## src/rtl/lsod_pkg.sv

```systemverilog
// Shared constants, codes and types for the lidar sector obstacle detector.
`default_nettype none
package lsod_pkg;

   localparam int MAX_SAMPLES = 1024;
   localparam int IDX_W       = $clog2(MAX_SAMPLES) + 1;
   localparam int RANGE_W     = 16;
   localparam int END_W       = 10;
   localparam int NUM_SECTORS = 6;
   localparam int ACTION_W    = 3;
   localparam int CSR_IDX_W   = 3;

   localparam logic [RANGE_W-1:0] NO_RETURN = '1;

   // register indexes on the csr port
   localparam logic [CSR_IDX_W-1:0] CSR_THRESHOLD       = 3'd0;
   localparam logic [CSR_IDX_W-1:0] CSR_REAR_RIGHT_END  = 3'd1;
   localparam logic [CSR_IDX_W-1:0] CSR_RIGHT_END       = 3'd2;
   localparam logic [CSR_IDX_W-1:0] CSR_FRONT_RIGHT_END = 3'd3;
   localparam logic [CSR_IDX_W-1:0] CSR_FRONT_LEFT_END  = 3'd4;
   localparam logic [CSR_IDX_W-1:0] CSR_LEFT_END        = 3'd5;
   localparam logic [CSR_IDX_W-1:0] CSR_REAR_LEFT_END   = 3'd6;

   // sector positions in the detect mask
   localparam int SEC_REAR_RIGHT  = 0;
   localparam int SEC_RIGHT       = 1;
   localparam int SEC_FRONT_RIGHT = 2;
   localparam int SEC_FRONT_LEFT  = 3;
   localparam int SEC_LEFT        = 4;
   localparam int SEC_REAR_LEFT   = 5;

   // steering actions
   localparam logic [ACTION_W-1:0] ACT_BOTH_FRONT = 3'd0;
   localparam logic [ACTION_W-1:0] ACT_TURN_RIGHT = 3'd1;
   localparam logic [ACTION_W-1:0] ACT_TURN_LEFT  = 3'd2;
   localparam logic [ACTION_W-1:0] ACT_VEER_RIGHT = 3'd3;
   localparam logic [ACTION_W-1:0] ACT_VEER_LEFT  = 3'd4;
   localparam logic [ACTION_W-1:0] ACT_REAR_RIGHT = 3'd5;
   localparam logic [ACTION_W-1:0] ACT_REAR_LEFT  = 3'd6;
   localparam logic [ACTION_W-1:0] ACT_FORWARD    = 3'd7;

   // one sample beat as it leaves the input register
   typedef struct packed {
      logic               fire;
      logic               last;
      logic [IDX_W-1:0]   index;
      logic [RANGE_W-1:0] range_mm;
   } lsod_samp_type;

endpackage
`default_nettype wire

```

## src/rtl/lidar_sector_obstacle_detect.sv

```systemverilog
// Top level: sample input register, six sector units, steering decision and result register.
// A last sample's result passes the input register and then the result register before it shows
// on rsp_. Throughput: one sample per cycle while req_stall is low.
// The input register holds while a finished result waits and the next one is due.
// Reset: synchronous; the threshold and sector ends return to their defaults, minima to
// no-return, the sample index to zero, and both stages empty.
`default_nettype none
module lidar_sector_obstacle_detect (
   input  wire logic                            clock,
   input  wire logic                            reset,
   input  wire logic                            req_valid,
   output logic                                 req_stall,
   input  wire logic [lsod_pkg::RANGE_W-1:0]    req_range_mm,
   input  wire logic                            req_last_sample,
   output logic                                 rsp_valid,
   input  wire logic                            rsp_stall,
   output logic      [lsod_pkg::ACTION_W-1:0]   rsp_action,
   output logic      [lsod_pkg::NUM_SECTORS-1:0] rsp_detect_mask,
   output logic      [lsod_pkg::RANGE_W-1:0]    rsp_min_rear_right,
   output logic      [lsod_pkg::RANGE_W-1:0]    rsp_min_right,
   output logic      [lsod_pkg::RANGE_W-1:0]    rsp_min_front_right,
   output logic      [lsod_pkg::RANGE_W-1:0]    rsp_min_front_left,
   output logic      [lsod_pkg::RANGE_W-1:0]    rsp_min_left,
   output logic      [lsod_pkg::RANGE_W-1:0]    rsp_min_rear_left,
   input  wire logic                            csr_valid,
   output logic                                 csr_ready,
   input  wire logic [lsod_pkg::CSR_IDX_W-1:0]  csr_index,
   input  wire logic [lsod_pkg::RANGE_W-1:0]    csr_wdata
);

   // configuration
   logic [lsod_pkg::RANGE_W-1:0] threshold_ff;
   logic [lsod_pkg::END_W-1:0]   end_ff [lsod_pkg::NUM_SECTORS];

   // input stage
   logic                         s1_valid_ff;
   logic [lsod_pkg::RANGE_W-1:0] s1_range_ff;
   logic                         s1_last_ff;
   logic [lsod_pkg::IDX_W-1:0]   sample_idx_ff;
   logic [lsod_pkg::IDX_W-1:0]   sample_idx_in;
   logic                         s1_fire;
   logic                         out_free;
   logic                         req_take;

   lsod_pkg::lsod_samp_type      samp;
   logic [lsod_pkg::IDX_W-1:0]   sec_first [lsod_pkg::NUM_SECTORS];
   logic [lsod_pkg::RANGE_W-1:0] sec_min [lsod_pkg::NUM_SECTORS];
   logic [lsod_pkg::NUM_SECTORS-1:0] mask;
   logic [lsod_pkg::ACTION_W-1:0] action;

   // result stage
   logic                          out_valid_ff;
   logic [lsod_pkg::ACTION_W-1:0] action_ff;
   logic [lsod_pkg::NUM_SECTORS-1:0] mask_ff;
   logic [lsod_pkg::RANGE_W-1:0]  min_ff [lsod_pkg::NUM_SECTORS];

   assign csr_ready = 1'b1;

   always_ff @(posedge clock) begin
      if (reset) begin
         threshold_ff <= 16'd800;
         end_ff[0]    <= 10'd33;
         end_ff[1]    <= 10'd66;
         end_ff[2]    <= 10'd100;
         end_ff[3]    <= 10'd133;
         end_ff[4]    <= 10'd166;
         end_ff[5]    <= 10'd199;
      end else if (csr_valid && csr_ready) begin
         unique case (csr_index)
            lsod_pkg::CSR_THRESHOLD:       threshold_ff <= csr_wdata;
            lsod_pkg::CSR_REAR_RIGHT_END:  end_ff[0] <= csr_wdata[lsod_pkg::END_W-1:0];
            lsod_pkg::CSR_RIGHT_END:       end_ff[1] <= csr_wdata[lsod_pkg::END_W-1:0];
            lsod_pkg::CSR_FRONT_RIGHT_END: end_ff[2] <= csr_wdata[lsod_pkg::END_W-1:0];
            lsod_pkg::CSR_FRONT_LEFT_END:  end_ff[3] <= csr_wdata[lsod_pkg::END_W-1:0];
            lsod_pkg::CSR_LEFT_END:        end_ff[4] <= csr_wdata[lsod_pkg::END_W-1:0];
            lsod_pkg::CSR_REAR_LEFT_END:   end_ff[5] <= csr_wdata[lsod_pkg::END_W-1:0];
            default: ;
         endcase
      end
   end

   // a non-last beat never needs the result register
   assign out_free  = !out_valid_ff || !rsp_stall;
   assign s1_fire   = s1_valid_ff && (!s1_last_ff || out_free);
   assign req_stall = s1_valid_ff && !s1_fire;
   assign req_take  = req_valid && !req_stall;

   always_ff @(posedge clock) begin
      if (reset) begin
         s1_valid_ff <= 1'b0;
      end else if (req_take || s1_fire) begin
         s1_valid_ff <= req_take;
      end
   end

   always_ff @(posedge clock) begin
      if (req_take) begin
         s1_range_ff <= req_range_mm;
         s1_last_ff  <= req_last_sample;
      end
   end

   always_comb begin
      sample_idx_in = sample_idx_ff;
      if (s1_last_ff) begin
         sample_idx_in = '0;
      end else if (sample_idx_ff < lsod_pkg::IDX_W'(lsod_pkg::MAX_SAMPLES)) begin
         sample_idx_in = sample_idx_ff + 1'b1;
      end
   end

   always_ff @(posedge clock) begin
      if (reset) begin
         sample_idx_ff <= '0;
      end else if (s1_fire) begin
         sample_idx_ff <= sample_idx_in;
      end
   end

   assign samp.fire     = s1_fire;
   assign samp.last     = s1_last_ff;
   assign samp.index    = sample_idx_ff;
   assign samp.range_mm = s1_range_ff;

   genvar k;
   generate
      for (k = 0; k < lsod_pkg::NUM_SECTORS; k++) begin : g_sector
         if (k == 0) begin : g_first
            assign sec_first[k] = '0;
         end else begin : g_next
            assign sec_first[k] = lsod_pkg::IDX_W'(end_ff[k-1]) + 1'b1;
         end
         lsod_sector u_sector (
            .clock     (clock),
            .reset     (reset),
            .samp      (samp),
            .first_idx (sec_first[k]),
            .end_idx   (end_ff[k]),
            .threshold (threshold_ff),
            .min_out   (sec_min[k]),
            .detect    (mask[k])
         );
      end
   endgenerate

   always_comb begin
      priority if (mask[lsod_pkg::SEC_FRONT_LEFT] && mask[lsod_pkg::SEC_FRONT_RIGHT]) begin
         action = lsod_pkg::ACT_BOTH_FRONT;
      end else if (mask[lsod_pkg::SEC_FRONT_LEFT]) begin
         action = lsod_pkg::ACT_TURN_RIGHT;
      end else if (mask[lsod_pkg::SEC_FRONT_RIGHT]) begin
         action = lsod_pkg::ACT_TURN_LEFT;
      end else if (mask[lsod_pkg::SEC_LEFT]) begin
         action = lsod_pkg::ACT_VEER_RIGHT;
      end else if (mask[lsod_pkg::SEC_RIGHT]) begin
         action = lsod_pkg::ACT_VEER_LEFT;
      end else if (mask[lsod_pkg::SEC_REAR_RIGHT]) begin
         action = lsod_pkg::ACT_REAR_RIGHT;
      end else if (mask[lsod_pkg::SEC_REAR_LEFT]) begin
         action = lsod_pkg::ACT_REAR_LEFT;
      end else begin
         action = lsod_pkg::ACT_FORWARD;
      end
   end

   always_ff @(posedge clock) begin
      if (reset) begin
         out_valid_ff <= 1'b0;
      end else if (out_free) begin
         out_valid_ff <= s1_fire && s1_last_ff;
      end
   end

   always_ff @(posedge clock) begin
      if (s1_fire && s1_last_ff) begin
         action_ff <= action;
         mask_ff   <= mask;
         min_ff    <= sec_min;
      end
   end

   assign rsp_valid           = out_valid_ff;
   assign rsp_action          = action_ff;
   assign rsp_detect_mask     = mask_ff;
   assign rsp_min_rear_right  = min_ff[lsod_pkg::SEC_REAR_RIGHT];
   assign rsp_min_right       = min_ff[lsod_pkg::SEC_RIGHT];
   assign rsp_min_front_right = min_ff[lsod_pkg::SEC_FRONT_RIGHT];
   assign rsp_min_front_left  = min_ff[lsod_pkg::SEC_FRONT_LEFT];
   assign rsp_min_left        = min_ff[lsod_pkg::SEC_LEFT];
   assign rsp_min_rear_left   = min_ff[lsod_pkg::SEC_REAR_LEFT];

   a_idx_bound: assert property (@(posedge clock) disable iff (reset)
      sample_idx_ff <= lsod_pkg::IDX_W'(lsod_pkg::MAX_SAMPLES))
      else $error("sample index beyond saturation");

   a_scan_clear: assert property (@(posedge clock) disable iff (reset)
      (s1_fire && s1_last_ff) |=> (sample_idx_ff == '0))
      else $error("sample index not cleared after last sample");

   a_rsp_source: assert property (@(posedge clock) disable iff (reset)
      $rose(out_valid_ff) |-> $past(s1_fire && s1_last_ff))
      else $error("result without a last sample");

   a_forward: assert property (@(posedge clock) disable iff (reset)
      rsp_valid |-> ((rsp_detect_mask == '0) == (rsp_action == lsod_pkg::ACT_FORWARD)))
      else $error("action disagrees with detect mask");

endmodule
`default_nettype wire

```

## src/rtl/lsod_sector.sv

```systemverilog
// One scan sector: running minimum, keep test and threshold compare.
`default_nettype none
module lsod_sector (
   input  wire logic                         clock,
   input  wire logic                         reset,
   input  wire lsod_pkg::lsod_samp_type      samp,
   input  wire logic [lsod_pkg::IDX_W-1:0]   first_idx,
   input  wire logic [lsod_pkg::END_W-1:0]   end_idx,
   input  wire logic [lsod_pkg::RANGE_W-1:0] threshold,
   output logic      [lsod_pkg::RANGE_W-1:0] min_out,
   output logic                              detect
);

   logic [lsod_pkg::RANGE_W-1:0] min_ff;
   logic [lsod_pkg::RANGE_W-1:0] min_in;
   logic [lsod_pkg::IDX_W-1:0]   end_wide;
   logic                         in_sector;
   logic                         kept;

   assign end_wide  = lsod_pkg::IDX_W'(end_idx);
   assign in_sector = (samp.index < lsod_pkg::IDX_W'(lsod_pkg::MAX_SAMPLES)) &&
                      (samp.index >= first_idx) && (samp.index <= end_wide);
   assign min_in    = (in_sector && (samp.range_mm < min_ff)) ? samp.range_mm : min_ff;

   // only sectors whose end the scan reached count
   assign kept    = (end_wide < lsod_pkg::IDX_W'(lsod_pkg::MAX_SAMPLES)) &&
                    (end_wide <= samp.index);
   assign min_out = kept ? min_in : lsod_pkg::NO_RETURN;
   assign detect  = min_out < threshold;

   always_ff @(posedge clock) begin
      if (reset) begin
         min_ff <= lsod_pkg::NO_RETURN;
      end else if (samp.fire) begin
         min_ff <= samp.last ? lsod_pkg::NO_RETURN : min_in;
      end
   end

endmodule
`default_nettype wire

```

## config.mk

```make
export PLATFORM = sky130hd
export DESIGN_NAME = lidar_sector_obstacle_detect
export DESIGN_NICKNAME = d
export VERILOG_FILES = /design/src/rtl/lsod_pkg.sv /design/src/rtl/lidar_sector_obstacle_detect.sv /design/src/rtl/lsod_sector.sv
export SDC_FILE = /design/constraint.sdc
export NUM_CORES = 1
export LEC_CHECK = 0
export ABC_AREA = 1
export BUFFER_PORTS_ARGS = -buffer_cell sky130_fd_sc_hd__buf_2
export CAP_MARGIN = 20
export CORE_UTILIZATION = 29
export DETAILED_ROUTE_END_ITERATION = 10
export PLACE_DENSITY = 0.46
export SETUP_SLACK_MARGIN = 0.02
export SYNTH_ARGS = -nofsm -noshare
export SYNTH_HDL_FRONTEND = slang
export SYNTH_SLANG_ARGS = --single-unit
```

## constraint.sdc

```tcl
create_clock -name clock -period 5.7 [get_ports clock]
set_input_delay 0.855 -clock clock [delete_from_list [all_inputs] [get_ports clock]]
set_output_delay 0.855 -clock clock [all_outputs]
set_load 0.05 [all_outputs]
```

## Word-level counts from Yosys, hierarchy flattened

Memory sizes are Yosys's and may differ from the RTL's.
Cells that the tools add are included.
Widths: inputs -> output; s select.

| word-level totals | value |
|---|---|
| register bits after elaboration | 247 |
| memory bits (writable) | 60 |
| input bits | 41 |
| output and inout bits | 108 |
| word-level logic and storage cells | 179 |
| memories kept | 1 |

Memories:

| name | words | bits a word | rd ports | clocked after Yosys merged registers in | write ports | line | text |
|---|---|---|---|---|---|---|---|
| end_ff | 6 | 10 | 6 | 0 | 6 | lidar_sector_obstacle_detect.sv:33 | `logic [lsod_pkg::END_W-1:0] end_ff [lsod_pkg::NUM_SECTORS];` |

| operators by class | value |
|---|---|
| add/sub/neg operators | 6 |
| magnitude comparators | 37 |
| equality and inequality tests | 6 |
| multiplexer cells | 58 |
| bitwise operators | 6 |
| reduce and logical (&&, ||, !) cells | 43 |

Operators with widths:

| kind | number |
|---|---|
| $mux 16 | 18 |
| $lt 16x16->1 | 12 |
| $le 10x11->1 | 6 |
| $le 11x10->1 | 6 |
| $lt 10x11->1 const B | 6 |
| $mux 10 | 6 |
| $add 10x1->11 const B | 5 |
| $ge 11x11->1 | 5 |
| $logic_and 1x1->1 | 29 |
| $mux 1 | 28 |
| $mux 11 | 2 |
| $add 11x1->11 const B | 1 |
| $ge 11x1->1 const B | 1 |
| $lt 11x11->1 const B | 1 |
| $eq 3x3->1 const B | 3 |
| $mux 2 | 4 |
| $eq 3x2->1 const B | 2 |
| $or 1x1->1 | 6 |
| $logic_not 1->1 | 5 |
| $reduce_and 2->1 | 2 |
| $reduce_or 4->1 | 1 |
| $eq 3x1->1 const B | 1 |
| $logic_not 3->1 | 1 |
| $logic_or 1x1->1 | 3 |
| 2 further kinds | 2 |

## Logic depth before layout (Yosys ltp)

Gate-level depths: netlist of the first run.
An unclocked memory read counts as a cell.

| depth | value |
|---|---|
| depth after elaboration | 15 |
| depth in mapped cells | 30 |
| depth with buffers taken out | 29 |

## Hierarchy

A second synthesis of the first run with hierarchy kept.

| second synthesis, totals | value |
|---|---|
| cell total of the unflattened synthesis | 2786 |
| area, all modules | 22039.9 um^2 |

Modules (own cells, without submodules):

| module | times used | cells an instance | area each (um^2) | seq. area each (um^2) |
|---|---|---|---|---|
| lsod_sector (g_sector[1].u_sector ...) | 4 | 364 | 2341.0 | 320.3 |
| lidar_sector_obstacle_detect | 1 | 604 | 8003.9 | 6045.8 |
| lsod_sector (g_sector[0].u_sector ...) | 2 | 363 | 2336.0 | 320.3 |

## Worst setup path after synthesis of the first run

OpenSTA, ideal clock, no wires.

| path | value |
|---|---|
| path type | register to register |
| start | mem end_ff[3][0] in the netlist's numbering |
| end | reg action_ff, in the netlist rsp_action[0], data pin |
| library setup time | 0.253 ns |
| arrival time | 3.615 ns |
| setup slack | 1.832 ns |
| stages on the path, launching flop included | 28 |
| path buffers | 1 |
| clock period less this slack | 3.868 ns |
| cells stage by stage | edfxtp_1 inv_1 nor3_1 inv_1 nor4_1 nand2_1 nor3_1 xor2_1 inv_1 ha_1 nand2_1 inv_1 a21oi_1 nand4_1 nand4_1 clkbuf_1 nand2_1 o21ai_0 nand2_1 ha_1 nand2_1 o21a_1 o221ai_1 inv_1 nand2_2 nand2_2 inv_1 a21oi_2 |

RTL lines:

| what | line | text |
|---|---|---|
| start, declared | lidar_sector_obstacle_detect.sv:33 |  |
| end signal, assigned | lidar_sector_obstacle_detect.sv:176 | `action_ff <= action;` |
| end, declared | lidar_sector_obstacle_detect.sv:53 | `logic [lsod_pkg::ACTION_W-1:0] action_ff;` |

==> results of run 1 <==
cell usage after synthesis, drive strengths merged, types with 2 or more instances:
cell type / count
nand3: 73
buf: 3
clkbuf: 61
a21boi: 2
o221ai: 3
or2: 5
a21o: 5
a211oi: 10
nand2: 588
nor4: 6
clkinv: 2
xnor2: 8
o21bai: 3
a21oi: 225
o21ai: 227
dfxtp: 125
inv: 326
nor2: 143
edfxtp: 182
o211ai: 3
nand4: 33
xor2: 31
nor3: 22
ha: 301
o21a: 10
metal layers:
metal  part of all wire (%)  track usage, %
met1                     46            25.6
met2                     45            30.3
met3                    5.6            3.13
met4                    3.2            6.74
met5                      0               0
final timing paths:
check	to	depth (start not counted)
worst min register to register	g_sector[0].u_sector.min_ff[8]	2
worst max-delay path	rsp_action[0]	24
worst max register to register	rsp_action[0]	24
worst min-delay path	s1_range_ff[14]	1
power by group:
group | total [µW] | leakage [µW] | internal (µW) | switching [µW]
Clock | 2570 | 0.000639 | 1540 | 1030
Sequential | 2530 | 0.00251 | 2440 | 91.0
Combinational | 712 | 0.00734 | 230 | 482
cell families after synthesis:
group / after synthesis
adder cells (fa/ha/maj): 301
AND/OR/NAND/NOR: 871
AO/OA/AOI/OAI: 492
buffers and inverters: 392
XOR/XNOR: 39
other: 1
flip-flops: 307
metrics by stage:
step	utilization (%)	power, µW	worst slack, ns	instances
detailed placement	32.0	3290	1.03	3391
finish	34.0	5810	0.960	3464
floorplan	-	3040	1.83	2403
global placement	32.0	3270	1.09	3391
global route	34.0	6060	0.450	3463
CTS	34.0	5880	1.02	3463
critical path, delay by kind of cell (launching register included):
family,cells,cell delay (ns)
compound gates,4,0.82
xor+xnor,1,0.17
fa+ha+maj,2,0.60
buf+inv,3,0.19
flops,1,0.41
simple gates,14,2.30
area by class of cell:
class	count	area [µm²]	share of cell area (%)
Timing Repair Buffer	179	976	4.27
Tap cell	873	1090	4.78
Clock inverter	13	159	0.696
Multi-Input combinational cell	1704	10200	44.9
Inverter	328	1230	5.40
Sequential cell	307	7970	34.9
Clock buffer	59	1150	5.06
Antenna cell	1	2.50	0.0110
==> flow_summary.yaml, run 1 <==
status:
  status: "finished clean"
synth:
  synth_area_mm2: 0.0197
  synth_cell_type_count: 40
  synthCells: 2403
  synth_top_family_by_area: "adder cells"
  yosysWarnings: 0
  synthTopCellsByArea: "edfxtp_1, ha_1, dfxtp_1"
  synth.avg_cell_area_um2: 8.19
  synthArstFlopShare_pct: 0
  synthMuxAreaShare_pct: 0
  synth_ff_type: "edfxtp_1"
  synth_top_area_cell: "edfxtp_1"
  synth_compound_area_share_pct: 13.2
  yosysSeqAreaShare_pct: 40.5
  synth-simple-area-share_pct: 17.9
  synth_edf_count: 182
  synth-xor-area-share_pct: 1.74
  yosys.area_share.adder_pct: 19.1
  ys_seq_elements: 307
  syn_nets: 2745
  synth_top_area_share_pct: 27.8
global_routing:
  first_global_vias: 16000
  antenna_found_initial: 4
  grt_pass1_wl_um: 98100
  track_usage_pct: 18.9
  grt_max_degree: 100
  gr-total-overflow: 0
min_path:
  hold_start: "req_range_mm[14]"
  hold_class: "in2reg"
routing:
  antenna_left: 0
  vias: 16800
  finalWirelength_um: 65700
  vias_per_cell: 4.84
  dr.first_iter.drc_count: 992
  first_pass_iters: 8
  drc: 0
  wl_per_cell_um: 19.0
worst_setup_path:
  slowest_stage: "o21ai_0"
  critPathCaptureType: "register"
  crit_type: "reg2reg"
  arrival_ns: 5.06
  critPathRequiredTime_ns: 6.02
  cp_max_fo: 31
  reg2reg_from: "end_ff[2][2]"
  r2r_slack_ns: 0.96
  slowest_delay_ns: 0.50
  start_kind: "register"
  crit_top_cell: "nand2_1"
  crit_start: "end_ff[2][2]"
  path_cells: "nand3_1 > nor3_1 > nand3_1 > nor3_1 > xor2_1 > inv_1 > ha_1 > nand2_1 > inv_1 > a21oi_1 > nor2_1 > nand3_1 > a21oi_2 > nand3_2 > o21ai_0 > nand2_1 > ha_1 > nand2_1 > nor3_1 > nand2_1 > nand2_2 > nand2_2 > inv_1 > a21oi_2"
sta:
  hold_viol: 0
  fmax_mhz: 211
  period_share_pct: 83.2
  drv_slew: 0
  worst_slew_pin_slew_ns: 1.09
  slew_headroom_pct: 27.4
  final-setup-viol-count: 0
  layout_min_cycle_time_ns: 4.74
  setup_tns_ns: 0
  fin_skew_ns: 0.0178
  whs_ns: 0.463
  rsz0062_at_grt: "false"
place:
  globalplace.congestion: 0.831
  port_buffers: 147
  placed_cell_area_mm2: 0.0215
  dp_hpwl_um: 47700
final_layout:
  nNetsFinal: 2901
  syn2layout_area_growth_pct: 16.0
  top_register: "g_sector.u_sector.min_ff"
  final_common_cell: "nand2_1"
  final_cell_mix: "nand2_1, inv_1, ha_1"
  largest_registers: "g_sector.u_sector.min_ff x96, end_ff x60"
  fin_area_mm2: 0.0228
  drive_above_1_share_pct: 10.1
  nFillCells: 6903
  largest_reg_flops: 96
power:
  irDropWorstVdd_uv: 153
  power.leakage_uw: 0.0105
  power.density_mw_per_mm2: 255
floorplanning:
  pin_count: 149
  rows: 95
  start_util_pct: 29.3
  core_area_mm2: 0.0672
  die_w_um: 263
  dieHeight_um: 263
  dieArea_mm2: 0.0689
cts:
  cts.path.max_buffers: 3
  clock_latency_ns: 0.57
  cts_resized: 0
  htreeDepth: 2
  tritoncts: "done"
  root_buffer: "clkbuf_16"
  path_clk_slew_ns: 0.06
  numClockSinks: 307
  post_cts_buffers: 0
  ctsHoldBuffers: 0
  cts_inserted_buffers: 39
run:
  maxCapViolCount: 0
Power figures use the tool's default switching activity.
==> run 2: changes to the inputs <==
- PLACE_DENSITY: 0.46 -> 0.48
- clock period: 5.7 -> 4.36 ns (I/O delays scaled with it)
==> flow_summary.yaml, run 2 (same netlist as run 1, synthesis figures left out) <==
global_routing:
  antenna_found_initial: 1
  grt_pass1_wl_um: 99000
  gr-total-overflow: 0
  track_usage_pct: 19.0
  grt_max_degree: 100
  first_global_vias: 16500
final_layout:
  fin_util_pct: 36.0
  n_antenna_cell: 0
  final_cell_mix: "nand2_1, inv_1, ha_1"
  nFillCells: 6900
  largest_registers: "g_sector.u_sector.min_ff x96, end_ff x60"
  drive_above_1_share_pct: 16.9
  final_cells: 3566
  largest_reg_flops: 96
  final_common_cell: "nand2_1"
  nNetsFinal: 3005
  top_register: "g_sector.u_sector.min_ff"
  syn2layout_area_growth_pct: 23.0
worst_setup_path:
  crit_type: "reg2reg"
  critPathCapture: "rsp_action[0]"
  critPathRequiredTime_ns: 4.68
  timing.reg2reg.worst_path_depth: 27
  arrival_ns: 4.47
  r2r_slack_ns: 0.21
  reg2reg_from: "end_ff[3][2]"
  cp_max_fo: 8
  worstReg2RegEnd: "rsp_action[0]"
  start_kind: "register"
  crit_start: "end_ff[3][2]"
  critPathCaptureType: "register"
routing:
  drc: 0
  vias: 17300
  dr.first_iter.drc_count: 1233
  wl_per_cell_um: 18.8
  first_pass_iters: 5
  antenna_left: 0
  finalWirelength_um: 67100
  vias_per_cell: 4.85
cts:
  root_buffer: "clkbuf_16"
  ctsHoldBuffers: 0
  numClockSinks: 307
  cts_inserted_buffers: 38
  cts.path.max_buffers: 3
  tritoncts: "done"
  path_clk_slew_ns: 0.06
  htreeDepth: 2
  clock_latency_ns: 0.58
sta:
  drv_slew: 0
  final-setup-viol-count: 0
  fmax_mhz: 241
  fin_skew_ns: 0.0224
  worst_slew_pin_slew_ns: 0.985
  setup_tns_ns: 0
  slew_headroom_pct: 34.3
  layout_min_cycle_time_ns: 4.15
  period_share_pct: 95.1
  rsz0062_at_grt: "true"
  hold_viol: 0
floorplanning:
  dieHeight_um: 263
  start_util_pct: 29.3
  core_area_mm2: 0.0672
  die_w_um: 263
  pin_count: 149
  dieArea_mm2: 0.0689
  rows: 95
place:
  dp_hpwl_um: 49100
  globalplace.congestion: 0.840
  port_buffers: 147
  dp.cells: 3474
power:
  p_seq_share_pct: 43.1
  irDropWorstVdd_uv: 207
  power.leakage_uw: 0.0111
  p_switching_uw: 2130
  power.density_mw_per_mm2: 317
  power_frac_comb_pct: 13.5
  power_frac_clock_pct: 43.4
  internal_power_uw: 5530
  switching_share_pct: 27.8
run:
  maxCapViolCount: 0
status:
  status: "finished clean"
min_path:
  hold_class: "in2reg"
==> run 2: cell types whose count changed in the layout (fill, tap and decap cells not counted), moves of 9 or more <==
cell     delta
o21ai_1    +37
o21ai_0    -61
ha_4       +10
buf_12      +9
buf_4      +88
nand2_1    -17
nor2_1     -10
nor3_1      -9
nand2_2    +17
o21ai_2    +21
ha_1       -11
==> run 2: power groups by stage <==
stage                     combinational (µW)  clock, µW  sequential, µW
after floorplan                          613          0            3360
after global placement                   961          0            3360
after detailed placement                 986          0            3360
after CTS                                991       3410            3300
after global routing                    1170       3490            3310
final                                   1030       3330            3300
==> run 2: worst min path at each step <==
stage,endpoint,slack (ns),from,depth (start not counted)
6_report,s1_last_ff,0.27,req_last_sample,1
5_1_grt,s1_range_ff[14],0.25,req_range_mm[14],1
4_1_cts,s1_range_ff[14],0.24,req_range_mm[14],1
3_5_place_dp,g_sector[1].u_sector.min_ff[0],0.46,g_sector[1].u_sector.min_ff[0],2
3_3_place_gp,g_sector[1].u_sector.min_ff[13],0.45,g_sector[1].u_sector.min_ff[13],2
2_1_floorplan,g_sector[0].u_sector.min_ff[10],0.44,g_sector[0].u_sector.min_ff[10],2
==> run 2: critical path, stage by stage (launching register included) <==
cell       delay (ns)
edfxtp_1         0.38
inv_2            0.07
nor3_4           0.22
inv_2            0.07
nor4_2           0.20
nand2_1          0.13
nor3_2           0.19
xor2_1           0.17
inv_1            0.10
ha_4             0.27
nand2_2          0.06
nor2_2           0.11
nand3_1          0.09
nand4_1          0.11
nand4_1          0.11
buf_6            0.16
clkbuf_16        0.17
o21ai_4          0.14
nand2_2          0.09
ha_4             0.29
nand2_2          0.06
o21a_1           0.19
o221ai_2         0.14
inv_1            0.07
nand2_2          0.11
nand2_2          0.07
inv_1            0.07
a21oi_2          0.05
==> run 2: what timing repair did <==
| action | 4_1_cts | 5_1_grt |
|---|---|---|
| setup buffers | 0 | 17 |
| setup endpoints to repair | 1 | 8 |
| resized for setup | 1 | 164 |
| pin swaps | 0 | 30 |
| cloned | 0 | 5 |
==> run 2: area by class of cell <==
| type | count | area (µm²) | area share, % |
|---|---|---|---|
| clock buffers | 49 | 1030 | 4.27 |
| clock inverters | 21 | 256 | 1.06 |
| inverters | 328 | 1230 | 5.10 |
| multi-input cells | 1704 | 10700 | 44.1 |
| flip-flops and latches | 307 | 7970 | 32.9 |
| well taps | 873 | 1090 | 4.51 |
| repair buffers | 284 | 1940 | 8.03 |
==> run 2: metrics by stage <==
stage	hold WS, ns	cell area, µm²	setup slack (ns)	total power [µW]
after CTS	0.241	23500	0.0744	7690
after global placement	0.448	22200	0.115	4320
after floorplan	0.439	19700	0.492	3970
after global routing	0.249	24200	-0.0682	7970
final	0.266	24200	0.215	7660
after detailed placement	0.457	22300	0.00634	4350
==> run 2: layer usage <==
metal / GRT usage (%) / up-vias / share of wire (%)
met5: 0 / - / 0
met4: 6.28 / 0 / 3.0
met3: 2.71 / 109 / 5.5
met2: 30.4 / 461 / 45
met1: 26.1 / 8106 / 46
li1: - / 8620 / -
